--- src/assert_macros.svh ---
// Assertion macros shared by the hitbox collision checker RTL.
`ifndef ASSERT_MACROS_SVH
`define ASSERT_MACROS_SVH

// Same-cycle implication, disabled while reset is asserted.
`define HCC_ASSERT_IMP(label, clk, rst_n, ante, cons) \
  label: assert property (@(posedge clk) disable iff (!rst_n) (ante) |-> (cons)) \
    else $error("hcc assertion failed");

// Next-cycle implication, disabled while reset is asserted.
`define HCC_ASSERT_NEXT(label, clk, rst_n, ante, cons) \
  label: assert property (@(posedge clk) disable iff (!rst_n) (ante) |=> (cons)) \
    else $error("hcc assertion failed");

`endif

--- src/hcc_pkg.sv ---
// Package with the constants, codes and types of the hitbox collision checker.
`timescale 1ns / 1ps

package hcc_pkg;

  localparam int BOX_DEPTH  = 64;
  localparam int RULE_DEPTH = 16;
  localparam int COORD_BITS = 16;
  localparam int TYPE_W     = 8;
  localparam int IDX_W      = 7;
  localparam int BOX_AW     = $clog2(BOX_DEPTH);
  localparam int BOX_CW     = $clog2(BOX_DEPTH + 1);
  localparam int RULE_CW    = $clog2(RULE_DEPTH + 1);
  localparam int SUM_W      = COORD_BITS + 2;
  localparam int IDX_CMP_W  = (IDX_W > BOX_CW) ? IDX_W : BOX_CW;

  typedef enum logic [1:0] {
    FN_ADD_BOX  = 2'd0,
    FN_ADD_RULE = 2'd1,
    FN_SET_POS  = 2'd2,
    FN_CHECK    = 2'd3
  } func_t;

  typedef enum logic [1:0] {
    ST_OK        = 2'd0,
    ST_BOX_FULL  = 2'd1,
    ST_RULE_FULL = 2'd2,
    ST_BAD_INDEX = 2'd3
  } status_t;

  typedef enum logic [2:0] {
    S_IDLE,
    S_EXEC,
    S_RD_A,
    S_RD_B,
    S_PAIR,
    S_WAIT_RULE,
    S_CMP,
    S_FINISH
  } state_t;

  typedef logic signed [COORD_BITS-1:0] coord_t;
  typedef logic        [COORD_BITS-1:0] extent_t;
  typedef logic signed [SUM_W-1:0]      wide_coord_t;

  // One pair rule as held in a cell of the rule chain.
  typedef struct packed {
    logic [TYPE_W-1:0] first;
    logic [TYPE_W-1:0] second;
    logic              allow;
  } rule_t;

  // Lookup beat that travels down the rule chain, one cell per cycle.
  typedef struct packed {
    logic              vld;
    logic [TYPE_W-1:0] ta;
    logic [TYPE_W-1:0] tb;
    logic              done;
    logic              allow;
  } rule_tok_t;

endpackage

--- src/hcc_rule_cell.sv ---
// One cell of the rule chain: holds one pair rule and tests the passing lookup beat.
`timescale 1ns / 1ps

module hcc_rule_cell import hcc_pkg::*; (
  input  logic      clk,
  input  logic      rst_n,
  input  logic      wr_en,
  input  rule_t     wr_rule,
  input  logic      live,
  input  rule_tok_t tok_in,
  output rule_tok_t tok_out
);

  rule_t     rule_r;
  rule_tok_t tok_r;
  rule_tok_t tok_nxt;
  logic      match;

  // A rule matches the two types in either order; only a live cell may decide.
  assign match = live &&
                 ((rule_r.first == tok_in.ta && rule_r.second == tok_in.tb) ||
                  (rule_r.first == tok_in.tb && rule_r.second == tok_in.ta));

  always_comb begin
    tok_nxt = tok_in;
    if (tok_in.vld && !tok_in.done && match) begin
      tok_nxt.done  = 1'b1;
      tok_nxt.allow = rule_r.allow;
    end
  end

  always_ff @(posedge clk) begin
    if (wr_en) begin
      rule_r <= wr_rule;
    end
  end

  always_ff @(posedge clk) begin
    if (!rst_n) begin
      tok_r <= '0;
    end else begin
      tok_r <= tok_nxt;
    end
  end

  assign tok_out = tok_r;

endmodule

--- src/hcc_rule_chain.sv ---
// Row of rule cells; a lookup beat enters the first cell and leaves the last.
`timescale 1ns / 1ps

module hcc_rule_chain import hcc_pkg::*; (
  input  logic               clk,
  input  logic               rst_n,
  input  logic               wr_en,
  input  rule_t              wr_rule,
  input  logic [RULE_CW-1:0] rule_count,
  input  rule_tok_t          tok_in,
  output rule_tok_t          tok_out
);

  rule_tok_t tok [RULE_DEPTH+1];

  assign tok[0] = tok_in;

  // Rules are appended in order, so cell i holds rule i and is live below the count.
  for (genvar i = 0; i < RULE_DEPTH; i++) begin : g_cell
    hcc_rule_cell u_cell (
      .clk     (clk),
      .rst_n   (rst_n),
      .wr_en   (wr_en && (rule_count == RULE_CW'(i))),
      .wr_rule (wr_rule),
      .live    (RULE_CW'(i) < rule_count),
      .tok_in  (tok[i]),
      .tok_out (tok[i+1])
    );
  end

  assign tok_out = tok[RULE_DEPTH];

endmodule

--- config.mk ---
export PLATFORM = sky130hd
export DESIGN_NAME = hcc_rule_chain
export DESIGN_NICKNAME = d
export VERILOG_FILES = /design/src/assert_macros.svh /design/src/hcc_pkg.sv /design/src/hcc_rule_cell.sv /design/src/hcc_rule_chain.sv
export SDC_FILE = /design/constraint.sdc
export NUM_CORES = 1
export LEC_CHECK = 0
export ABC_AREA = 0
export BUFFER_PORTS_ARGS = -buffer_cell sky130_fd_sc_hd__buf_2
export CAP_MARGIN = 30
export CORE_ASPECT_RATIO = 0.9
export CORE_MARGIN = 2
export CORE_UTILIZATION = 55
export DETAILED_ROUTE_END_ITERATION = 10
export PLACE_DENSITY = 0.82
export SYNTH_ARGS = -nofsm -noshare
export SYNTH_HDL_FRONTEND = slang
export SYNTH_SLANG_ARGS = --single-unit
export TNS_END_PERCENT = 20
--- constraint.sdc ---
create_clock -name clk -period 2.6 [get_ports clk]
set_clock_uncertainty 0.1 [all_clocks]
set_input_delay 0.13 -clock clk [delete_from_list [all_inputs] [get_ports clk]]
set_output_delay 0.13 -clock clk [all_outputs]
set_load 0.005 [all_outputs]
==> metrics list, run 1 <==
- The run finished with clean final reports.
- Leading cell types by count after synthesis: 512 x sky130_fd_sc_hd__xor2_1, 304 x sky130_fd_sc_hd__dfxtp_1, 272 x sky130_fd_sc_hd__and2_1, 272 x sky130_fd_sc_hd__edfxtp_1, 124 x sky130_fd_sc_hd__nor4_1
- Initial antenna violation count: 3
- After detailed routing, the number of remaining DRC violations is 0.
- At the later pin of the worst-skew pair, clock insertion delay measures 0.57 ns.
- The number of clock buffers added by TritonCTS is 52.
- Post-synthesis cell type count: 30
- Yosys printed 0 warnings.
- Cell internal power was estimated by the tool at between 10 and 15 mW.
* Number of rows in the core area: 70
- The critical path starts at g_cell[10].u_cell.rule_r[7]$_DFFE_PP_.
- Sequential elements use 63.3% of the synthesized area.
- After detailed routing, the met2 layer carries approximately 24000 um of wire.
- Adding up every negative setup slack in the final design gives 0 ns.
- Fraction of post-synthesis cell area in the top cell type by area: a little over a third
* Destination of the critical timing path: g_cell[10].u_cell.tok_out[0]$_SDFF_PN0_
* Non-filler cells, final: around 2400
* Max-cap viol count: 0
* Pwr Density: ~690 nW/um^2
- In the global route stage, overall resource usage came out at 23.7%.
- Number of resized instances in the post-cts repair step: 0
* Clock transition at the register clock pins on the worst setup and hold paths after CTS: 0.06 ns
- In the post-synthesis netlist, the cell with the most instances is sky130_fd_sc_hd__xor2_1.
* Area of the mapped netlist: around 23000 sq um
- In this run the number of cells on the critical path is 5.
* Share of synthesized registers carrying an async set or reset: 0%
- Overall power of the completed layout: approximately 18 mW
* Type of element launching the critical path: register
* Crit path largest cell delay: 0.47 ns
- Measured along the x axis, the die boundary spans 217 um.
- In the final routing, the length of wire on met1 measures 21700 um.
- The final hold violation count came to 0.
* Type of the setup path with the least slack: register to register
- 1st-iter DRT viols: 907
- The area growth from synthesis to layout is 13.7%.
* Port Buf Inserts: 62
* Number of global-route vias before repair: 13300
- I/O pins: 63
- For the worst setup path, the data required time is 3.01 ns.
- Data arrives at the worst endpoint at 2.65 ns.
- For this design the static power due to leakage is 10.4 nW.
* Most used DFF post-synth: sky130_fd_sc_hd__dfxtp_1
* Slowest cell on the critical path: sky130_fd_sc_hd__nor4_1
* Post-CTS Setup Repair Bufs: 0
* Path class of the lowest-slack min-delay path: primary input to register
- For this design, the sink count on the clock tree is 576.
- Initial core utilization: 55.6%
- Maximum clock frequency: ~0.45 GHz
* Largest net degree at the start of global routing: 110
* Number of levels in the clock H-tree: 2
- VDD sags by at most about 0.0006 V.
- Buffer depth of the longest clock path: 3
- The HPWL after detailed placement is 32600 um.
- The tree is rooted in a sky130_fd_sc_hd__clkbuf_16.
* Post-detailed-route count of antenna-violating nets: 0
- Counting cells, the worst reg-to-reg path comes to 5.
- In this run switching power makes up a little over a fifth of total power.
* Post-synthesis sequential element count: 576
- Minimum period implied by the final worst setup slack: 2.24 ns
* Final Wtd Congestion: about 0.9
- Wires add up to 50000 um.
* Mean instance size in the synthesized netlist: 13.2 sq um
- CP cell instances: xor2_1 -> nor4_1 -> nand4_1 -> a2111oi_4 -> mux2i_1
- The first detailed-routing pass ran for 5 iterations.
- DR WL/cell: between 20 and 25 um
- Final slew viol count: 0
- The endpoint identified for the worst register-to-register timing path is g_cell[10].u_cell.tok_out[0]$_SDFF_PN0_.
- Measured against its own limit, the worst slew margin works out to 57.7%.
- Final net count: around 1900
- Area of the placeable core: 40600 sq um
* Family with the most delay on the worst path: simple AND/OR/NAND/NOR gates
- Die area: between 40000 and 50000 sq um
- Reg-to-reg critical path startpoint: g_cell[10].u_cell.rule_r[7]$_DFFE_PP_
- Via density per instance: 5.40
- Power share of the combinational group: 3.1%
* Clk pwr share: between 40% and 50%
* Wire length of the first global-routing pass: 76800 um
* Via count: 13100
- The number of placed instances, taps included, is 2283.
- The worst register-to-register path has a setup slack of between 0.3 and 0.4 ns.
- Net count after synthesis: 1745
- At the pin with the least slew margin, the transition time is 0.635 ns.
- In the post-synthesis netlist, the biggest area contributors are sky130_fd_sc_hd__edfxtp_1 36%, sky130_fd_sc_hd__dfxtp_1 27%, sky130_fd_sc_hd__xor2_1 20%.
- Together, buffers and inverters on the worst path number 0.
- In this run the worst path has a maximum fanout of 2.
- Counting the fill cells in the layout gives around 2900.
- Setup repair after global routing left no endpoint under its margin.
- In this run, flip-flops and latches consume 54.4% of the power.
- The total overflow left after global routing is 0.
- sky130_fd_sc_hd__edfxtp_1 takes more of the synthesized area than any other cell.
- Final setup fails: 0
- Met3 WL: 3550 um
- Cell count after synthesis: 1701
* Endpoint class of the critical path: register
- Of the cells placed in the final design, the portion with a size suffix greater than 1 is 9.21%.
- Count of flip-flops with a built-in enable after synthesis: 272
- CTS tree: done
- Reported net switching power: around 3.7 mW
- Period utilization: about 86%
- Highest metal used: met4
* Die H: ~200 um
## metal layers
layer  vias to the layer above  global-route usage, %
met5                         -                      0
met4                         0                   6.39
met3                        96                   4.26
met2                       446                   38.5
met1                      6443                   33.0
li1                       6091                      -
## flip-flops by register name, indices dropped and copies added (netlist names)
name,count
g_cell.u_cell.rule_r,272
g_cell.u_cell.tok_out,304
## power by group through the flow
stage | Sequential [mW] | Clock [mW] | Combinational, mW
after floorplan | 9.85 | 0 | 0.244
after global placement | 9.86 | 0 | 0.477
after detailed placement | 9.87 | 0 | 0.487
after CTS | 9.67 | 7.63 | 0.538
after global routing | 9.68 | 7.98 | 0.588
final | 9.67 | 7.56 | 0.548
## placed cells by master, fill, tap and decap left out, types with 6 or more instances in the layout
master	instances
sky130_fd_sc_hd__nand2b_1	7
sky130_fd_sc_hd__nand2_1	41
sky130_fd_sc_hd__o21a_1	16
sky130_fd_sc_hd__dlygate4sd3_1	38
sky130_fd_sc_hd__edfxtp_1	272
sky130_fd_sc_hd__xor2_1	512
sky130_fd_sc_hd__and2_1	272
sky130_fd_sc_hd__nand4_1	32
sky130_fd_sc_hd__buf_2	61
sky130_fd_sc_hd__clkbuf_16	54
sky130_fd_sc_hd__clkbuf_1	12
sky130_fd_sc_hd__clkinvlp_4	8
sky130_fd_sc_hd__clkinv_2	6
sky130_fd_sc_hd__inv_1	7
sky130_fd_sc_hd__dfxtp_1	304
sky130_fd_sc_hd__nor2_1	18
sky130_fd_sc_hd__clkinv_1	6
sky130_fd_sc_hd__buf_4	19
sky130_fd_sc_hd__nor4_1	124
sky130_fd_sc_hd__mux2i_1	16
sky130_fd_sc_hd__a21oi_1	7
## area by class of cell
cell class,count,area [sq um],share of cell area (%)
Clock inverter,27,238,0.928
Antenna cell,1,2.50,0.00977
Inverter,7,26.3,0.103
Timing Repair Buffer,120,860,3.35
Tap cell,540,676,2.64
Clock buffer,71,1470,5.72
Multi-Input combinational cell,1078,8100,31.6
Sequential cell,576,14300,55.6
## timing repair
| action | CTS | global route |
|---|---|---|
| hold buffers | 38 | 0 |
| setup endpoints to repair | 0 | 0 |
| endpoints found under the hold margin | 287 | 0 |
## tightest hold or removal path: cells and delay by family
| family | cells | cell delay (ns) |
|---|---|---|
| buf+inv | 1 | 0.18 |
| simple gates | 1 | 0.13 |
| compound gates | 1 | 0.12 |
| mux | 1 | 0.11 |
## per-stage QoR
| step | setup WS, ns | utilization [%] | cell area (sq um) | hold WS, ns |
|---|---|---|---|---|
| after detailed placement | 0.503 | 58.0 | 23500 | 0.286 |
| after floorplan | 0.537 | - | 22500 | 0.129 |
| after global placement | 0.505 | 58.0 | 23500 | 0.283 |
| after global routing | 0.356 | 63.2 | 25600 | 0.0676 |
| final | 0.358 | 63.2 | 25600 | 0.0576 |
| after CTS | 0.390 | 63.2 | 25600 | 0.0207 |
## cells by family after synthesis
family | Yosys count | synth area share, %
compound gates | 40 | 1.73
xor+xnor | 512 | 19.9
buf+inv | 47 | 0.783
flops | 576 | 63.3
mux | 16 | 0.711
simple gates | 510 | 13.6
## how the worst min path moves through the flow
stage,start,endpoint,slack (ns),cells past startpoint
6_report,rule_count[2],g_cell[4].u_cell.tok_out[0]$_SDFF_PN0_,0.06,4
5_1_grt,rule_count[0],g_cell[8].u_cell.tok_out[0]$_SDFF_PN0_,0.07,4
4_1_cts,rule_count[2],g_cell[4].u_cell.tok_out[0]$_SDFF_PN0_,0.02,4
3_5_place_dp,tok_in[1],g_cell[0].u_cell.tok_out[1]$_SDFF_PN0_,0.29,2
3_3_place_gp,tok_in[1],g_cell[0].u_cell.tok_out[1]$_SDFF_PN0_,0.28,2
2_1_floorplan,wr_rule[0],g_cell[0].u_cell.rule_r[0]$_DFFE_PP_,0.13,0
No activity file was read; power rests on OpenSTA's default activity.
==> inputs of run 2 (changes only) <==
--- a/config.mk
+++ b/config.mk
@@ -13,6 +13,7 @@
 export CORE_UTILIZATION = 55
 export DETAILED_ROUTE_END_ITERATION = 10
 export PLACE_DENSITY = 0.82
+export REMOVE_ABC_BUFFERS = 1
 export SYNTH_ARGS = -nofsm -noshare
 export SYNTH_HDL_FRONTEND = slang
 export SYNTH_SLANG_ARGS = --single-unit
==> metrics list, run 2 (synthesized netlist as in run 1, its figures left out) <==
* Later-pin clock latency in the skew report: 0.58 ns (about the same)
- The routability congestion estimate was 0.908 (-0.71%).
- Remaining global-route overflow: 0 (unchanged)
- The number of buffers added by the clock tree synthesis step was 53 (+1.9%).
- The layout overhead on the synthesized area came to 13.7% (about the same).
- Type of the setup path with the least slack: register to register
- Worst R2R End: g_cell[0].u_cell.tok_out[1]$_SDFF_PN0_
* Detailed placement HPWL: 33200 um (+1.8%)
- The flip-flop count of the largest register, all copies and words added was 304 (unchanged).
* Worst vdd rail ir drop: 0.000782 V (+33%)
- Count of final hold-check violations: 0 (unchanged)
- Via count: 13000 (-0.54%)
- The number of buffers on the longest clock path is 3 (unchanged).
* Worst min-delay path startpoint: wr_rule[5]
- Number of resized instances in the post-cts repair step: 0 (unchanged)
- The worst hold path stage count came to 1 (-3).
* Total global-route track usage: 23.7% (-0.040 points)
* Commonest cells after routing, fill and taps aside: 512 x sky130_fd_sc_hd__xor2_1, 304 x sky130_fd_sc_hd__dfxtp_1, 272 x sky130_fd_sc_hd__and2_1, 272 x sky130_fd_sc_hd__edfxtp_1, 124 x sky130_fd_sc_hd__nor4_1
* I/O pins: 63 (unchanged)
* Path class of the lowest-slack min-delay path: primary input to register
* Wire length of the first global-routing pass: 76300 um (-0.58%)
- The number of nets at the end of the flow was 1870 (-0.48%).
- Die H: 196 um (unchanged)
* Post-detailed-route count of antenna-violating nets: 0 (unchanged)
- The area used by multi-input combinational logic came to 8100 sq um (unchanged).
- Pwr Density: 701 nW/um^2 (+1.0%)
- TritonCTS built the clock tree.
- Final slew viol count: 0 (unchanged)
- Worst slew slack as a fraction of its limit: 51.2% (-6.5 points)
- Ratio of cells with drive above 1 in the final layout: 9.90% (+0.70 points)
- The clock period minus worst slack was 2.48 ns (+0.238 ns).
* Largest net degree at the start of global routing: 101 (-8.2%)
- The overall die area came to 42600 sq um (unchanged).
- The clock-pin slew reported for the worst setup and hold paths after clock tree synthesis came to 0.06 ns (about the same).
- The H-tree depth is 2 (unchanged).
* Leakage power of the design: 10.4 nW (+0.41%)
* Clk sink count: 576 (unchanged)
* Run status: completed
- The worst register-to-register path begins at g_cell[0].u_cell.rule_r[4]$_DFFE_PP_.
* Initial core utilization: 55.6% (unchanged)
- Endpoint class of the critical path: register
- The die span in x is 217 um (unchanged).
* Via density per instance: 5.40 (-0.13%)
- Setup repair after global routing left no endpoint under its margin.
* Period utilization: 95.4% (+9.2 points)
- Number of global-route vias before repair: 13100 (-1.4%)
* Transition time of the tightest slew-check pin: 0.732 ns (+0.0971 ns)
- The total power draw was 18.0 mW (+1.0%).
- Reg2Reg Setup Slack: 0.12 ns (-0.24 ns)
- Worst path required time: 3.00 ns (about the same)
- The flip-flop and latch area came to 14300 sq um (unchanged).
- Port Buf Inserts: 62 (unchanged)
* Endpoint with the worst hold slack: g_cell[6].u_cell.rule_r[5]$_DFFE_PP_
- The average wire length per cell after detail routing came to 20.8 um (+0.78%).
- The post-layout instance area is 25600 sq um (about the same).
- The placeable core region came to 40600 sq um (unchanged).
* Detailed-router iteration count before antenna repair: 5 (unchanged)
* Arrival time at the worst endpoint: 2.88 ns (+0.23 ns)
* Final setup fails: 0 (unchanged)
- The cell sitting at the root of the clock tree is a sky130_fd_sc_hd__clkbuf_16.
- Number of DRC violations after detailed routing: 0 (unchanged)
* Wire length after detailed routing: 50200 um (+0.37%)
* Worst hold margin: 0.0104 ns (-0.0473 ns)
- The instance area at placement came to 23600 sq um (+0.14%).
- The maximum achievable frequency was 0.403 GHz (-9.6%).
- The worst setup path is launched from a register.
- The placement row count came to 70 (unchanged).
- Depth of the most critical reg-to-reg path: 6 (+1)
- Max-cap viol count: 0 (unchanged)
- The summed negative setup slack over all endpoints came to 0 ns (unchanged).
- 1st-iter DRT viols: 1141 (+26%)
- FILL cells: 2904 (+1.4%)
* Most frequent standard cell in the layout excluding fill and tap cells: sky130_fd_sc_hd__xor2_1
* Initial antenna violation count: 7 (+4)
- The critical-path maximum fanout was 2 (unchanged).
run 2: changes by cell type in the layout (fill, tap and decap cells not counted), moves of 4 or more:
cell / previous run / this run
sky130_fd_sc_hd__clkinv_1: 6 / 0
sky130_fd_sc_hd__inv_4: 0 / 4
sky130_fd_sc_hd__clkinvlp_4: 8 / 2
sky130_fd_sc_hd__clkbuf_1: 12 / 6
sky130_fd_sc_hd__clkbuf_8: 5 / 14
sky130_fd_sc_hd__dlygate4sd3_1: 38 / 27
run 2: routing by layer:
| metal | wire [um] | part of all wire (%) | track usage (%) |
|---|---|---|---|
| met1 | 22200 | 44 | 33.8 |
| met2 | 22800 | 45 | 37.1 |
| met3 | 3950 | 7.9 | 3.80 |
| met4 | 1270 | 2.5 | 7.79 |
| met5 | 0 | 0 | 0 |
run 2: final cells by class:
| class | instances | share of cell area (%) |
|---|---|---|
| Antenna cell | 2 | 0.0195 |
| Clock buffer | 74 | 6.12 |
| Clock inverter | 23 | 0.782 |
| Inverter | 7 | 0.103 |
| Multi-Input combinational cell | 1078 | 31.6 |
| Sequential cell | 576 | 55.7 |
| Tap cell | 540 | 2.64 |
| Timing Repair Buffer | 110 | 3.05 |
run 2: stage by stage:
stage | util, % | setup WS [ns] | std cells
6_report | 63.2 | 0.120 | 2410
5_1_grt | 63.2 | 0.0252 | 2409
4_1_cts | 63.1 | 0.150 | 2408
3_5_place_dp | 58.1 | 0.568 | 2284
3_3_place_gp | 58.1 | 0.607 | 2284
2_1_floorplan | - | 0.745 | 1661
run 2: power breakdown:
| part | total (mW) | leakage [nW] | switching [mW] | internal [mW] |
|---|---|---|---|---|
| sequential | 9.68 | 4.91 | 0.0934 | 9.58 |
| combinational | 0.540 | 4.64 | 0.361 | 0.179 |
| clock | 7.74 | 0.882 | 3.31 | 4.43 |
| total | 18.0 | 10.4 | 3.76 | 14.2 |
run 2: repair_timing:
item / 4_1_cts / 5_1_grt
hold buffers: 27 / 0
setup buffers: 0 / 0
endpoints found under the hold margin: 52 / 0
run 2: how the worst max path moves through the flow:
stage	start	endpoint	cells after the start
6_report	g_cell[0].u_cell.rule_r[4]$_DFFE_PP_	g_cell[0].u_cell.tok_out[1]$_SDFF_PN0_	6
4_1_cts	g_cell[0].u_cell.rule_r[4]$_DFFE_PP_	g_cell[0].u_cell.tok_out[1]$_SDFF_PN0_	6
2_1_floorplan	rule_count[4]	g_cell[1].u_cell.rule_r[0]$_DFFE_PP_	3
5_1_grt	g_cell[0].u_cell.rule_r[8]$_DFFE_PP_	g_cell[0].u_cell.tok_out[1]$_SDFF_PN0_	6
3_3_place_gp	g_cell[7].u_cell.rule_r[5]$_DFFE_PP_	g_cell[7].u_cell.tok_out[0]$_SDFF_PN0_	5
3_5_place_dp	g_cell[4].u_cell.rule_r[4]$_DFFE_PP_	g_cell[4].u_cell.tok_out[0]$_SDFF_PN0_	5
run 2: critical path, cell delays in order, from the launching register on:
cell,delay [ns]
sky130_fd_sc_hd__edfxtp_1,0.43
sky130_fd_sc_hd__xor2_1,0.17
sky130_fd_sc_hd__nor4_1,0.44
sky130_fd_sc_hd__nand4_1,0.16
sky130_fd_sc_hd__a21oi_1,0.44
sky130_fd_sc_hd__o21a_1,0.16
sky130_fd_sc_hd__dlygate4sd3_1,0.53
==> inputs of run 3 (changes only) <==
--- a/config.mk
+++ b/config.mk
@@ -5,14 +5,15 @@
 export SDC_FILE = /design/constraint.sdc
 export NUM_CORES = 1
 export LEC_CHECK = 0
-export ABC_AREA = 0
+export ABC_AREA = 1
 export BUFFER_PORTS_ARGS = -buffer_cell sky130_fd_sc_hd__buf_2
 export CAP_MARGIN = 30
-export CORE_ASPECT_RATIO = 0.9
+export CORE_ASPECT_RATIO = 0.5
 export CORE_MARGIN = 2
 export CORE_UTILIZATION = 55
+export CTS_CLUSTER_SIZE = 8
 export DETAILED_ROUTE_END_ITERATION = 10
-export PLACE_DENSITY = 0.82
+export PLACE_DENSITY = 0.81
 export REMOVE_ABC_BUFFERS = 1
 export SYNTH_ARGS = -nofsm -noshare
 export SYNTH_HDL_FRONTEND = slang
==> metrics list, run 3 <==
- The flow ran to the end, and the final reports show no timing, DRC or antenna violations.
* FILL cells: 3775 (+30%)
* Most frequent standard cell in the layout excluding fill and tap cells: sky130_fd_sc_hd__nand2_1
- The die span in x was 317 um (+46%).
- Adder-Cell Fraction of Synth Area: 0% (unchanged)
* Number of levels in the clock H-tree: 3 (+1)
- Final setup fails: 0 (unchanged)
* Number of global-route vias before repair: 22300 (+70%)
- Area of the mapped netlist: 26900 sq um (+20%)
* Setup repair after global routing missed its margin: no
* Wire length after detailed routing: 63300 um (+26%)
- Placed cell areas: 28100 sq um (+19%)
* Post-synthesis cell type count: 26 (-13%)
* Largest net degree at the start of global routing: 112 (+11%)
- Detailed-router iteration count before antenna repair: 6 (+1)
- Total global-route track usage: 25.1% (+1.5 points)
* Port Buf Inserts: 62 (unchanged)
* Number of rows in the core area: 57 (-19%)
- Detailed placement HPWL: 41500 um (+25%)
- The share of synthesized flip-flops with an asynchronous set or reset came to 0% (unchanged).
* Dominant combinational cell family by area after synthesis: simple AND/OR/NAND/NOR gates
* Total clock buffers created by CTS: 81 (+53%)
- The synthesized-area fraction occupied by ao, oa, aoi and oai cells was 0.669% (-1.1 points).
- Xor/xnor cell area share of the yosys netlist: 0.520% (-19 points)
- The starting utilization of the core area is 55.6% (about the same).
- The area used by multi-input combinational logic is 9430 sq um (+16%).
- Most frequently used cell type in the post-synthesis netlist: sky130_fd_sc_hd__nand2_1
* Worst path required time: 3.04 ns (+0.04 ns)
* DR WL/cell: 13.3 um (-36%)
- TritonCTS built the clock tree.
- The synthesis warning total was 0 (unchanged).
* Commonest cells after routing, fill and taps aside: 1987 x sky130_fd_sc_hd__nand2_1, 824 x sky130_fd_sc_hd__inv_1, 354 x sky130_fd_sc_hd__nor2_1
- Final slew viol count: 0 (unchanged)
* Pre-CTS worst setup slack: 0.848 ns (+0.281 ns)
- Clock transition at the register clock pins on the worst setup and hold paths after CTS: 0.05 ns (about the same)
- The number of flops mapped to enable cells by yosys came to 272 (unchanged).
- The proportion of synthesized chip area in sequential cells is 52.9% (-10 points).
* Depth of the most critical reg-to-reg path: 10 (+4)
* I/O pins: 63 (unchanged)
* Transition time of the tightest slew-check pin: 0.747 ns (+0.0153 ns)
- The overall die area is 50900 sq um (+19%).
- Final net count: 4090 (+120%)
- Worst slew slack as a fraction of its limit: 50.2% (-1.0 points)
- The number of resized instances in the post-cts repair step came to 0 (unchanged).
- The layout cell share with drive strength beyond 1 is 4.70% (-5.2 points).
* Synthesis-to-layout area growth: 14.7%
* Buffer depth of the longest clock path: 3 (unchanged)
- Worst vdd rail ir drop: 0.000446 V (-43%)
- Endpoint class of the critical path: register
- Core Util, Final: 63.8% (+0.63 points)
- Root buffer cell: sky130_fd_sc_hd__clkbuf_16
- Leading cell types by count after synthesis: 1987 x sky130_fd_sc_hd__nand2_1, 824 x sky130_fd_sc_hd__inv_1, 354 x sky130_fd_sc_hd__nor2_1
- The first-pass GRT wire length came to 104000 um (+36%).
- The clock latency on the worst-skew pair came to 0.61 ns (+0.03 ns).
- The count of inserted antenna diode cells came to 0 (-2).
* 1st-iter DRT viols: 2137 (+87%)
- Area of the placeable core: 48400 sq um (+19%)
- Minimum period implied by the final worst setup slack: 2.20 ns (-0.282 ns)
* Proportion of synthesized area in mux cells: 0% (-0.71 points)
* Register cell area after layout: 14300 sq um (unchanged)
- Worst path setup slack after routing: 0.403 ns (+0.282 ns)
- Path class of the lowest-slack min-delay path: primary input to register
- Post-detailed-route count of antenna-violating nets: 0 (unchanged)
- Max FO, Critical Path: 3 (+1)
- Area leader, netlist: sky130_fd_sc_hd__edfxtp_1
- Type of the setup path with the least slack: register to register
- Via count: 22900 (+76%)
* Clk sink count: 576 (unchanged)
- The final hold violation count is 0 (unchanged).
* Most used DFF post-synth: sky130_fd_sc_hd__dfxtp_1
- Post-Route Setup TNS: 0 ns (unchanged)
- The detailed-route vias per instance was 4.82 (-11%).
- Area share of and/or/nand/nor cells after synthesis: 33.7% (+20 points)
- Post-route design area: 30900 sq um (+21%)
- The DRC violation count after routing was 0 (unchanged).
- The maximum achievable frequency came to 0.455 GHz (+13%).
- The arrival time reported for the critical path endpoint was 2.64 ns (-0.24 ns).
- The share of the clock period used by the worst path after layout came to 84.5% (-11 points).
- Type of element launching the critical path: register
* Mean instance size in the synthesized netlist: 6.95 sq um (-48%)
* Min-Delay Path Depth: 1 (unchanged)
- Initial antenna violation count: 1 (-6)
* Final Wtd Congestion: 0.825 (-9.1%)
- Remaining global-route overflow: 0 (unchanged)
- The number of instances in the synthesized netlist was 3874 (+130%).
- Max-cap viol count: 0 (unchanged)
- Post-synthesis sequential element count: 576 (unchanged)
* Pwr Density: 653 nW/um^2 (-6.9%)
- Flip-flop count of the largest register, all copies and words added: 304 (unchanged)
- Die H: 160 um (-18%)
- The static leakage power is 16.5 nW (+58%).
* Overall power of the completed layout: 20.2 mW (+12%)
* Most area-consuming cells after synthesis: sky130_fd_sc_hd__edfxtp_1 30%, sky130_fd_sc_hd__nand2_1 28%, sky130_fd_sc_hd__dfxtp_1 23%
- Fraction of post-synthesis cell area in the top cell type by area: 30.3% (-5.9 points)
==> run 3: layer usage <==
layer,track usage (%),up-vias,wire length (um)
met4,8.83,0,1580
li1,-,11600,-
met5,0,-,0
met2,43.3,768,30300
met1,31.9,10400,26800
met3,4.30,152,4630
==> run 3: power breakdown <==
part           switching, mW  internal (mW)
registers             0.0815           9.61
logic                  0.495          0.207
clock network           3.82           5.95
==> run 3: area by class of cell <==
class / instances / share of cell area (%)
inverter: 829 / 10.1
clock inverter: 4 / 0.255
timing repair buffer: 123 / 2.93
multi-input combinational: 2435 / 30.5
tap: 649 / 2.63
clock buffer: 140 / 7.42
sequential: 576 / 46.1
==> run 3: path summary, 6_finish.rpt <==
| kind | start | endpoint | slack [ns] |
|---|---|---|---|
| max reg2reg | g_cell[0].u_cell.rule_r[1]$_DFFE_PP_ | g_cell[0].u_cell.tok_out[0]$_SDFF_PN0_ | 0.40 |
| min reg2reg | g_cell[12].u_cell.tok_out[18]$_SDFF_PN0_ | g_cell[13].u_cell.tok_out[18]$_SDFF_PN0_ | 0.32 |
| max | g_cell[0].u_cell.rule_r[1]$_DFFE_PP_ | g_cell[0].u_cell.tok_out[0]$_SDFF_PN0_ | 0.40 |
| min | wr_rule[2] | g_cell[0].u_cell.rule_r[2]$_DFFE_PP_ | 0.04 |
==> run 3: timing repair <==
item,4_1_cts,5_1_grt
hold endpoints to repair,300,0
setup buffers,0,0
hold buffers,41,0
==> run 3: stage by stage <==
step           instances  hold slack [ns]
6_report            4756           0.0368
5_1_grt             4756           0.0309
4_1_cts             4756           0.0166
3_5_place_dp        4571            0.248
3_3_place_gp        4571            0.248
2_1_floorplan       3840            0.123
==> run 3: logic make-up (layout without fill, tap and decap cells) <==
kind of cell,Yosys count,after routing
and+or+nand+nor,2384,2384
buffers and inverters,863,1096
DFF,576,576
AOI/OAI and AO/OA,35,35
xor gates and xnor gates,16,16
==> run 3: critical path, stage by stage, from the launching register on <==
cell and delay, ns:
sky130_fd_sc_hd__edfxtp_1 0.42, sky130_fd_sc_hd__nand2_1 0.09, sky130_fd_sc_hd__nand2_1 0.05, sky130_fd_sc_hd__nor2_1 0.18
sky130_fd_sc_hd__nand2_1 0.13, sky130_fd_sc_hd__nor2_1 0.16, sky130_fd_sc_hd__nand2_1 0.08, sky130_fd_sc_hd__nand2_1 0.16
sky130_fd_sc_hd__a21oi_1 0.08, sky130_fd_sc_hd__dlygate4sd3_1 0.58, sky130_fd_sc_hd__nor2_1 0.10
